## src/rtl/pfs_pkg.sv

```systemverilog
package pfs_pkg;

    // width of the value and factor fields on the channels
    localparam int FIELD_WIDTH = 32;

    // default working width of the factoriser
    localparam int VALUE_WIDTH_DEF = 32;

    // divider handshake towards the sequencer
    typedef struct packed {
        logic busy;
        logic done;
    } t_div_status;

endpackage

```

## src/rtl/pfs_if.sv

```systemverilog
// input channel: one value per transaction
interface pfs_in_if import pfs_pkg::*; ();
    logic                   valid;
    logic                   ready;
    logic [FIELD_WIDTH-1:0] value;

    modport source (output valid, output value, input ready);
    modport sink   (input valid, input value, output ready);
endinterface

// output channel: one factor per transaction
interface pfs_out_if import pfs_pkg::*; ();
    logic                   valid;
    logic                   ready;
    logic [FIELD_WIDTH-1:0] factor;
    logic                   last;
    logic                   empty_res;

    modport source (output valid, output factor, output last, output empty_res,
                    input ready);
    modport sink   (input valid, input factor, input last, input empty_res,
                    output ready);
endinterface

```

## src/rtl/prime_factor_stream_core.sv

```systemverilog
// channel   | dir | payload                     | transaction
// i_in      | in  | value[31:0]                 | valid & ready
// o_out     | out | factor[31:0], last, empty_res | valid & ready
//
// each trial divisor costs one pass of the bit-serial divider
// (DW = min(VALUE_WIDTH, 32)); a value takes about sqrt(n) + factors passes.
// i_rst_n is synchronous and clears the sequencer, divider and output valid.
// a stalled output holds the sequencer at the next result; the next value is
// taken while the final result of the previous one still waits in the output register.
module prime_factor_stream_core import pfs_pkg::*; #(
    parameter int VALUE_WIDTH = VALUE_WIDTH_DEF
) (
    input  logic      i_clk,
    input  logic      i_rst_n,
    pfs_in_if.sink    i_in,
    pfs_out_if.source o_out
);

    localparam int DW = (VALUE_WIDTH < FIELD_WIDTH) ? VALUE_WIDTH : FIELD_WIDTH;

    localparam logic [1:0] S_IDLE = 2'd0;
    localparam logic [1:0] S_DIV  = 2'd1;
    localparam logic [1:0] S_WAIT = 2'd2;
    localparam logic [1:0] S_EMIT = 2'd3;

    logic [1:0]    r_state;
    logic [DW-1:0] r_rem;
    logic [DW-1:0] r_d;
    logic [DW-1:0] r_emit_val;
    logic          r_emit_last;
    logic          r_emit_empty;

    logic                   r_out_valid;
    logic [FIELD_WIDTH-1:0] r_out_factor;
    logic                   r_out_last;
    logic                   r_out_empty;

    t_div_status   div_status;
    logic [DW-1:0] div_quo;
    logic [DW-1:0] div_rem;
    logic          div_start;
    logic [DW-1:0] in_val;
    logic          in_take;
    logic          out_free;

    assign in_val    = i_in.value[DW-1:0];
    assign in_take   = i_in.valid && i_in.ready;
    assign out_free  = !r_out_valid || o_out.ready;
    assign div_start = (r_state == S_DIV);

    pfs_div #(.DW(DW)) u_div (
        .i_clk       (i_clk),
        .i_rst_n     (i_rst_n),
        .i_start     (div_start),
        .i_dividend  (r_rem),
        .i_divisor   (r_d),
        .o_status    (div_status),
        .o_quotient  (div_quo),
        .o_remainder (div_rem)
    );

    // sequencer: trial division with quotient-below-divisor as the stop test
    always_ff @(posedge i_clk) begin
        if (!i_rst_n) begin
            r_state <= S_IDLE;
        end else begin
            case (r_state)
                S_IDLE: begin
                    if (in_take) begin
                        if (in_val < DW'(2)) begin
                            r_state <= S_EMIT;
                        end else begin
                            r_state <= S_DIV;
                        end
                    end
                end
                S_DIV: begin
                    r_state <= S_WAIT;
                end
                S_WAIT: begin
                    if (div_status.done) begin
                        if (div_quo < r_d || div_rem == '0) begin
                            r_state <= S_EMIT;
                        end else begin
                            r_state <= S_DIV;
                        end
                    end
                end
                S_EMIT: begin
                    if (out_free) begin
                        r_state <= r_emit_last ? S_IDLE : S_DIV;
                    end
                end
                default: begin
                    r_state <= S_IDLE;
                end
            endcase
        end
    end

    // remainder, divisor and pending result
    always_ff @(posedge i_clk) begin
        case (r_state)
            S_IDLE: begin
                r_rem        <= in_val;
                r_d          <= DW'(2);
                r_emit_val   <= '0;
                r_emit_last  <= 1'b1;
                r_emit_empty <= 1'b1;
            end
            S_WAIT: begin
                if (div_status.done) begin
                    r_emit_empty <= 1'b0;
                    if (div_quo < r_d) begin
                        r_emit_val  <= r_rem;
                        r_emit_last <= 1'b1;
                    end else if (div_rem == '0) begin
                        r_emit_val  <= r_d;
                        r_emit_last <= 1'b0;
                        r_rem       <= div_quo;
                    end else begin
                        r_d <= r_d + 1'b1;
                    end
                end
            end
            default: begin
            end
        endcase
    end

    // output register
    always_ff @(posedge i_clk) begin
        if (!i_rst_n) begin
            r_out_valid <= 1'b0;
        end else if (r_state == S_EMIT && out_free) begin
            r_out_valid <= 1'b1;
        end else if (o_out.ready) begin
            r_out_valid <= 1'b0;
        end
    end

    always_ff @(posedge i_clk) begin
        if (r_state == S_EMIT && out_free) begin
            r_out_factor <= FIELD_WIDTH'(r_emit_val);
            r_out_last   <= r_emit_last;
            r_out_empty  <= r_emit_empty;
        end
    end

    assign i_in.ready      = (r_state == S_IDLE);
    assign o_out.valid     = r_out_valid;
    assign o_out.factor    = r_out_factor;
    assign o_out.last      = r_out_last;
    assign o_out.empty_res = r_out_empty;

endmodule

```

## src/rtl/pfs_div.sv

```systemverilog
module pfs_div import pfs_pkg::*; #(
    parameter int DW = VALUE_WIDTH_DEF
) (
    input  logic          i_clk,
    input  logic          i_rst_n,
    input  logic          i_start,
    input  logic [DW-1:0] i_dividend,
    input  logic [DW-1:0] i_divisor,
    output t_div_status   o_status,
    output logic [DW-1:0] o_quotient,
    output logic [DW-1:0] o_remainder
);

    localparam int CW = $clog2(DW + 1);

    logic [DW-1:0] r_acc, n_acc;
    logic [DW-1:0] r_quo, n_quo;
    logic [DW-1:0] r_dvs;
    logic [CW-1:0] r_cnt;
    logic          r_busy;
    logic          r_done;

    logic [DW:0]   shifted;
    logic [DW:0]   diff;

    // one restoring step: shift in the next dividend bit, try to subtract
    always_comb begin
        shifted = {r_acc, r_quo[DW-1]};
        diff    = shifted - {1'b0, r_dvs};
        if (!diff[DW]) begin
            n_acc = diff[DW-1:0];
            n_quo = {r_quo[DW-2:0], 1'b1};
        end else begin
            n_acc = shifted[DW-1:0];
            n_quo = {r_quo[DW-2:0], 1'b0};
        end
    end

    // control
    always_ff @(posedge i_clk) begin
        if (!i_rst_n) begin
            r_busy <= 1'b0;
            r_done <= 1'b0;
            r_cnt  <= '0;
        end else begin
            r_done <= 1'b0;
            if (i_start) begin
                r_busy <= 1'b1;
                r_cnt  <= '0;
            end else if (r_busy) begin
                r_cnt <= r_cnt + 1'b1;
                if (r_cnt == CW'(DW - 1)) begin
                    r_busy <= 1'b0;
                    r_done <= 1'b1;
                end
            end
        end
    end

    // datapath
    always_ff @(posedge i_clk) begin
        if (i_start) begin
            r_acc <= '0;
            r_quo <= i_dividend;
            r_dvs <= i_divisor;
        end else if (r_busy) begin
            r_acc <= n_acc;
            r_quo <= n_quo;
        end
    end

    assign o_status.busy = r_busy;
    assign o_status.done = r_done;
    assign o_quotient    = r_quo;
    assign o_remainder   = r_acc;

endmodule

```

## src/flat_wrapper.sv

```systemverilog
// flat-port wrapper written by rule: the top's interface ports become plain ports
module prime_factor_stream_core_flat import pfs_pkg::*;
#(
    parameter int VALUE_WIDTH = VALUE_WIDTH_DEF
)
  (i_clk, i_rst_n, i_in_valid, i_in_value, i_in_ready, o_out_valid, o_out_factor, o_out_last, o_out_empty_res, o_out_ready);
  pfs_in_if i_in_i ();
  pfs_out_if o_out_i ();
  input  logic i_clk;
  input  logic i_rst_n;
  input wire logic [$bits(i_in_i.valid)-1:0] i_in_valid;
  input wire logic [$bits(i_in_i.value)-1:0] i_in_value;
  output wire logic [$bits(i_in_i.ready)-1:0] i_in_ready;
  output wire logic [$bits(o_out_i.valid)-1:0] o_out_valid;
  output wire logic [$bits(o_out_i.factor)-1:0] o_out_factor;
  output wire logic [$bits(o_out_i.last)-1:0] o_out_last;
  output wire logic [$bits(o_out_i.empty_res)-1:0] o_out_empty_res;
  input wire logic [$bits(o_out_i.ready)-1:0] o_out_ready;
  assign i_in_i.valid = i_in_valid;
  assign i_in_i.value = i_in_value;
  assign i_in_ready = i_in_i.ready;
  assign o_out_valid = o_out_i.valid;
  assign o_out_factor = o_out_i.factor;
  assign o_out_last = o_out_i.last;
  assign o_out_empty_res = o_out_i.empty_res;
  assign o_out_i.ready = o_out_ready;
  prime_factor_stream_core #(.VALUE_WIDTH(VALUE_WIDTH)) u_core (.i_clk(i_clk), .i_rst_n(i_rst_n), .i_in(i_in_i), .o_out(o_out_i));
endmodule
```

## config.mk

```make
export PLATFORM = sky130hd
export DESIGN_NAME = prime_factor_stream_core_flat
export DESIGN_NICKNAME = d
export VERILOG_FILES = /design/src/rtl/pfs_pkg.sv /design/src/rtl/pfs_if.sv /design/src/rtl/prime_factor_stream_core.sv /design/src/rtl/pfs_div.sv /design/src/flat_wrapper.sv
export SDC_FILE = /design/constraint.sdc
export NUM_CORES = 1
export LEC_CHECK = 0
export ABC_AREA = 0
export ABC_CLOCK_PERIOD_IN_PS = 7660
export BUFFER_PORTS_ARGS = -buffer_cell sky130_fd_sc_hd__buf_2
export CAP_MARGIN = 10
export CORE_MARGIN = 4
export CORE_UTILIZATION = 67
export DETAILED_ROUTE_END_ITERATION = 12
export PLACE_DENSITY = 0.87
export SLEW_MARGIN = 10
export SYNTH_ARGS = -nofsm -noshare
export SYNTH_HDL_FRONTEND = slang
export SYNTH_SLANG_ARGS = --single-unit
```

## constraint.sdc

```tcl
create_clock -name i_clk -period 7.66 [get_ports i_clk]
set_input_delay 0.383 -clock i_clk [delete_from_list [all_inputs] [get_ports i_clk]]
set_output_delay 0.383 -clock i_clk [all_outputs]
set_load 0.02 [all_outputs]
```

==> results of run 1 <==
[cells by family (layout without fill, tap and decap cells)]
logic type / Yosys count / count (layout) / synth area share, %
multiplexers: 26 / 26 / 2.00
AND/OR/NAND/NOR: 521 / 521 / 18.5
AO/OA/AOI/OAI: 263 / 263 / 13.0
flip-flops: 239 / 239 / 51.8
buffers and inverters: 146 / 200 / 4.32
adder cells (fa/ha/maj): 66 / 66 / 6.40
XOR/XNOR: 57 / 57 / 3.89
[path summary, 6_finish.rpt]
kind	end	start	cells after the start	slack, ns
min reg2reg	u_core.o_out.factor[25]	u_core.r_emit_val[25]	0	0.42
max reg2reg	u_core.r_emit_val[14]	u_core.r_d[17]	13	3.51
max	u_core.r_emit_val[14]	u_core.r_d[17]	13	3.51
min	u_core.r_rem[24]	i_in_value[24]	3	0.15
[cell usage in the layout (no fill, tap or decap), types with 3 or more instances in the layout]
master / instances
nor2b_1: 8
o31ai_1: 5
a31oi_1: 38
o21ai_0: 51
buf_4: 12
nand3b_1: 6
a211oi_1: 4
xnor2_1: 45
mux2i_1: 26
nor4_1: 17
and3_1: 7
nor3b_1: 4
nand3_1: 21
a21o_1: 26
o21a_1: 6
buf_2: 71
edfxtp_1: 196
nand4_1: 50
ha_1: 65
dfxtp_1: 42
xor2_1: 11
nor2_1: 63
a21oi_1: 68
clkbuf_16: 25
and3b_1: 3
clkinvlp_4: 3
clkinv_2: 4
o21bai_1: 3
nand2_1: 257
nand2b_1: 10
clkbuf_8: 3
nor3_1: 51
bufinv_16: 3
o21ai_2: 5
and4_1: 4
a41oi_1: 3
or3_1: 8
inv_1: 70
o311ai_0: 33
a21boi_0: 3
[per-stage QoR]
stage	total power, µW	instance area, µm²
after detailed placement	5380	13600
final	6700	14400
after CTS	6650	14400
after global placement	5220	13600
after global routing	7130	14400
after floorplan	4600	13000
[layer usage]
| layer | global-route usage (%) | up-vias |
|---|---|---|
| met5 | 0 | - |
| met4 | 8.01 | 0 |
| met3 | 5.46 | 98 |
| met2 | 46.5 | 682 |
| met1 | 41.2 | 4921 |
| li1 | - | 4892 |
[critical path: stages (launching register included)]
cell	delay [ns]
edfxtp_1	0.47
inv_1	0.15
ha_1	0.26
a21o_1	0.16
a21o_1	0.17
a21o_1	0.17
a21o_1	0.17
a21o_1	0.17
a21o_1	0.17
a21oi_1	0.23
o31ai_4	0.10
buf_4	0.33
a21o_1	0.28
o21ai_4	0.87
[power by group through the flow]
stage	sequential (µW)	combinational [µW]	clock (µW)
after global placement	2520	2700	0
after floorplan	2430	2170	0
final	2560	2910	1240
after detailed placement	2550	2830	0
after CTS	2540	2870	1240
after global routing	2610	3220	1300
[flip-flops by register name (all words and copies together), names as in the netlist, 2 cells and up]
name,flops
u_core.u_div.o_quotient,32
u_core.o_out.factor,32
u_core.r_rem,32
u_core.u_div.r_cnt,6
u_core.r_state,2
u_core.u_div.o_remainder,32
u_core.r_d,32
u_core.r_emit_val,32
u_core.u_div.r_dvs,32
[final cells by class]
| class | count | area share [%] |
|---|---|---|
| flip-flops and latches | 239 | 46.8 |
| clock inverters | 15 | 1.14 |
| well taps | 260 | 2.26 |
| inverters | 72 | 1.87 |
| multi-input cells | 933 | 40.2 |
| repair buffers | 83 | 3.09 |
| clock buffers | 30 | 4.68 |
==> flow_summary.toml, run 1 <==
[setup_path]
start_kind = "flop"
setup.worst_path.end_class = "flop"
cp.required_ns = 7.79
criticalPathCategory = "reg2reg"
crit_fanout = 67
arrival_ns = 4.28

[timing]
finalHoldViolCount = 0
rsz0062_at_grt = "no"
finalClockSkew_ns = 0.0104
slew_headroom_pct = 22.0
worstMarginPinSlew_ns = 1.17
holdWs_ns = 0.146
max_freq_mhz = 241
layout_setup_ws_ns = 3.51
finalSetupViolCount = 0
fin_setup_tns_ns = 0
drv_slew = 0
period_needed_ns = 4.15
period_share_pct = 54.2

[cts]
cts.sinks = 239
clock_path_buffers = 3
postCtsSetupRepairBufs = 0
cts_tree = "built"
clkTransAtPathRegs_ns = 0.06
clk_latency_ns = 0.52
root_buffer = "clkbuf_16"
htree_levels = 1
cts_hold_repair.buffers = 0
cts_resized = 0
cts_made_buffers = 25

[power]
ir_drop_v = 0.000308
p_per_area_mw_per_mm2 = 465
power_switching_uw = 2840
power.leakage_uw = 0.00575
power_frac_comb_pct = 43.4
power_switching_share_pct = 42.3
pwr-share-seq_pct = 38.2
p_clk_share_pct = 18.5
internal_power_uw = 3870

[floorplan]
die_y_um = 147
row_count = 50
dieArea_mm2 = 0.0217
floorplan.initialDensity_pct = 68.9
pin_count = 72
die_w_um = 147
design.core.area_mm2 = 0.0189

[placement]
hpwl_um = 21000
placed_cells = 1587
io_buffers = 71
dp_slack_ns = 3.57
place.gp.congestion = 0.932

[global_route]
grt_max_degree = 79
grt_usage_pct = 29.0
antenna_found_initial = 0
grt_pass1_vias = 9859
grt_pass1_wl_um = 51300
overflow = 0

[yosys]
postSynthCellCount = 1318
synth_nets = 1420
ys_top_cells_by_count = "257 x nand2_1, 196 x edfxtp_1, 71 x inv_1, 70 x a21oi_1, 65 x ha_1"
ys.flop_type = "edfxtp_1"
syn_area_mm2 = 0.0130
synth.avg_cell_area_um2 = 9.87
synth_seq_cells = 239
yosys.cell_count.top_type = "nand2_1"
yosysTopAreaCell = "edfxtp_1"
yosysSeqAreaShare_pct = 51.8
synth_edf_count = 196
synth_top_area_share_pct = 45.2
yosysWarnings = 0
async_flop_share_pct = 0
yosysUniqueCellTypes = 58
synth_area_leaders = "edfxtp_1 45%, nand2_1 7.4%, dfxtp_1 6.6%"

[finish]
fin_cells = 1632
diodes = 0
regArea_mm2 = 0.00675
fin_util_pct = 76.3
fin_nets = 1456
fill_cells = 1216
area_delta_synth_final_pct = 10.8
drive_above_1_share_pct = 10.7
multiInputGateArea_mm2 = 0.00579

[drt]
drt_iter0_drc = 1384
drt_pre_antenna_iters = 7
ant_nets = 0
wl_um = 32000
wl_met3_um = 3650
wl_met2_um = 14900
m1WireLength_um = 12500
vias = 10600
drc_errors = 0
routedWlPerCell_um = 19.6
vias_per_cell = 6.49
top_layer_used = "met4"

[run]
cap_violations = 0

[worst_hold_path]
hold_path_class = "in2reg"

[run_status]
status = "finished clean"
(Power assumes the default switching activity.)
==> run 2, diff against run 1 <==
--- a/config.mk
+++ b/config.mk
@@ -6,13 +6,13 @@
 export NUM_CORES = 1
 export LEC_CHECK = 0
 export ABC_AREA = 0
-export ABC_CLOCK_PERIOD_IN_PS = 7660
+export ABC_CLOCK_PERIOD_IN_PS = 3800
 export BUFFER_PORTS_ARGS = -buffer_cell sky130_fd_sc_hd__buf_2
 export CAP_MARGIN = 10
 export CORE_MARGIN = 4
-export CORE_UTILIZATION = 67
+export CORE_UTILIZATION = 56
 export DETAILED_ROUTE_END_ITERATION = 12
-export PLACE_DENSITY = 0.87
+export PLACE_DENSITY = 0.78
 export SLEW_MARGIN = 10
 export SYNTH_ARGS = -nofsm -noshare
 export SYNTH_HDL_FRONTEND = slang
==> constraint.sdc (replaced) <==
create_clock -name i_clk -period 3.8 [get_ports i_clk]
set_input_delay 0.19 -clock i_clk [delete_from_list [all_inputs] [get_ports i_clk]]
set_output_delay 0.19 -clock i_clk [all_outputs]
set_load 0.02 [all_outputs]
==> flow_summary.toml, run 2 (synthesis gave the netlist of run 1 again) <==
[placement]
place.gp.congestion = 0.870
placed_cells = 1651
hpwl_um = 21100
post_dp_cell_area_mm2 = 0.0137
io_buffers = 71

[floorplan]
pin_count = 72
dieArea_mm2 = 0.0257
row_count = 55
die_y_um = 160
die_w_um = 160
design.core.area_mm2 = 0.0228
floorplan.initialDensity_pct = 57.1

[setup_path]
path_cells = "inv_1 > ha_1 > a21o_1 > a21o_1 > a21o_1 > a21o_1 > a21o_1 > a21o_1 > a21oi_1 > o31ai_4 > buf_4 > o311ai_0"
arrival_ns = 3.82
r2r_end = "u_core.r_emit_val[20]"
crit_family = "compound AO/OA/AOI/OAI gates"
critPathLaunch = "u_core.r_d[17]"
cp_slowest_stage_delay_ns = 0.58
crit_slowest_cell = "o311ai_0"
criticalPathCategory = "reg2reg"
crit_path_end = "u_core.r_emit_val[20]"
start_kind = "flop"
cp.required_ns = 4.05
cp.depth = 12
reg2reg_slack_ns = 0.23
setup.worst_path.end_class = "flop"
cp_num_buf_inv = 2
r2r_cells = 12
timing.rr.start = "u_core.r_d[17]"
crit_fanout = 55
crit_top_cell = "a21o_1"

[power]
ir_drop_v = 0.000643
power_switching_share_pct = 42.2
p_clk_share_pct = 17.5
power_frac_comb_pct = 44.1
internal_power_uw = 7790
p_per_area_mw_per_mm2 = 906
pwr-share-seq_pct = 38.5
total_power_uw = 13500
power.leakage_uw = 0.00595
power_switching_uw = 5690

[drt]
vias_per_cell = 5.98
wl_um = 31500
ant_nets = 0
vias = 10400
drt_pre_antenna_iters = 5
drt_iter0_drc = 757
drc_errors = 0
routedWlPerCell_um = 18.1

[timing]
max_freq_mhz = 280
finalClockSkew_ns = 0.0132
fin_setup_tns_ns = 0
rsz0062_at_grt = "no"
slew_headroom_pct = 23.8
period_needed_ns = 3.57
finalHoldViolCount = 0
period_share_pct = 93.9
finalSetupViolCount = 0
drv_slew = 0
worstMarginPinSlew_ns = 1.14

[global_route]
grt_pass1_wl_um = 51100
grt_usage_pct = 23.9
grt_max_degree = 66
overflow = 0
antenna_found_initial = 0
grt_pass1_vias = 9917

[cts]
clk_latency_ns = 0.53
cts_resized = 0
cts_tree = "built"
cts_made_buffers = 26
clkTransAtPathRegs_ns = 0.06
htree_levels = 1
root_buffer = "clkbuf_16"
clock_path_buffers = 3
cts.sinks = 239

[run]
cap_violations = 0

[finish]
fin_cells = 1735
diodes = 0
design_area_mm2 = 0.0149
final_cell_mix = "257 x nand2_1, 196 x edfxtp_1, 71 x buf_2"
final_common_cell = "nand2_1"
drive_above_1_share_pct = 11.2
area_delta_synth_final_pct = 14.3
fin_nets = 1504

[run_status]
status = "finished clean"

[worst_hold_path]
hold_path_class = "in2reg"
min_path_cells = 3
==> run 2: cell types whose count changed in the layout (fill, tap and decap cells not counted), moves of 3 or more <==
cell           before  now
dlygate4sd3_1       0   32
clkbuf_1            2    6
buf_4              12   27
bufinv_16           3    0
==> run 2: how the worst min path moves through the flow <==
stage,from,to,slack [ns]
final,o_out_ready,u_core.o_out.valid,0.04
after global placement,u_core.r_emit_val[6],u_core.o_out.factor[6],0.40
after floorplan,i_rst_n,u_core.u_div.r_done,0.34
after global routing,o_out_ready,u_core.o_out.valid,0.04
after detailed placement,u_core.r_emit_val[7],u_core.o_out.factor[7],0.40
after CTS,o_out_ready,u_core.o_out.valid,0.02
==> run 2: layout make-up <==
type / instances / area [µm²]
clock buffer: 34 / 712
clock inverter: 14 / 82.6
fill: 1761 / 7900
inverter: 72 / 270
multi-input combinational: 933 / 5800
sequential: 239 / 6750
tap: 313 / 392
timing repair buffer: 130 / 878
==> run 2: per-layer routing <==
metal	track usage [%]	share of wire, %
met2	38.5	46
met3	4.13	8.1
met4	6.45	2.4
met1	33.8	43
met5	0	0
==> run 2: through the flow <==
step / hold slack (ns) / utilization [%] / setup WS (ns)
final: 0.0436 / 65.3 / 0.234
after global routing: 0.0356 / 65.3 / 0.0282
after CTS: 0.0183 / 65.2 / 0.163
after detailed placement: 0.405 / 60.3 / 0.173
after global placement: 0.404 / 60.3 / 0.294
after floorplan: 0.338 / - / -0.416
==> run 2: power groups by stage <==
stage          Clock [µW]  Combinational (µW)  Sequential, µW
4_1_cts              2380                5830            5150
2_1_floorplan           0                4390            4880
3_3_place_gp            0                5580            5160
3_5_place_dp            0                5770            5190
6_report             2360                5940            5180
5_1_grt              2510                6620            5290
==> run 2: what timing repair did <==
action | CTS | global route
buffers inserted | 0 | 4
endpoints found under the setup margin | 0 | 16
hold endpoints to repair | 35 | 0
hold buffers | 32 | 0
==> run 2: worst register-to-register path: cells and delay by family, from the launching register on <==
family	cells	cell delay [ns]
AOI/OAI and AO/OA	9	2.06
buffers and inverters	2	0.50
DFF	1	0.48
adders and majority gates	1	0.25
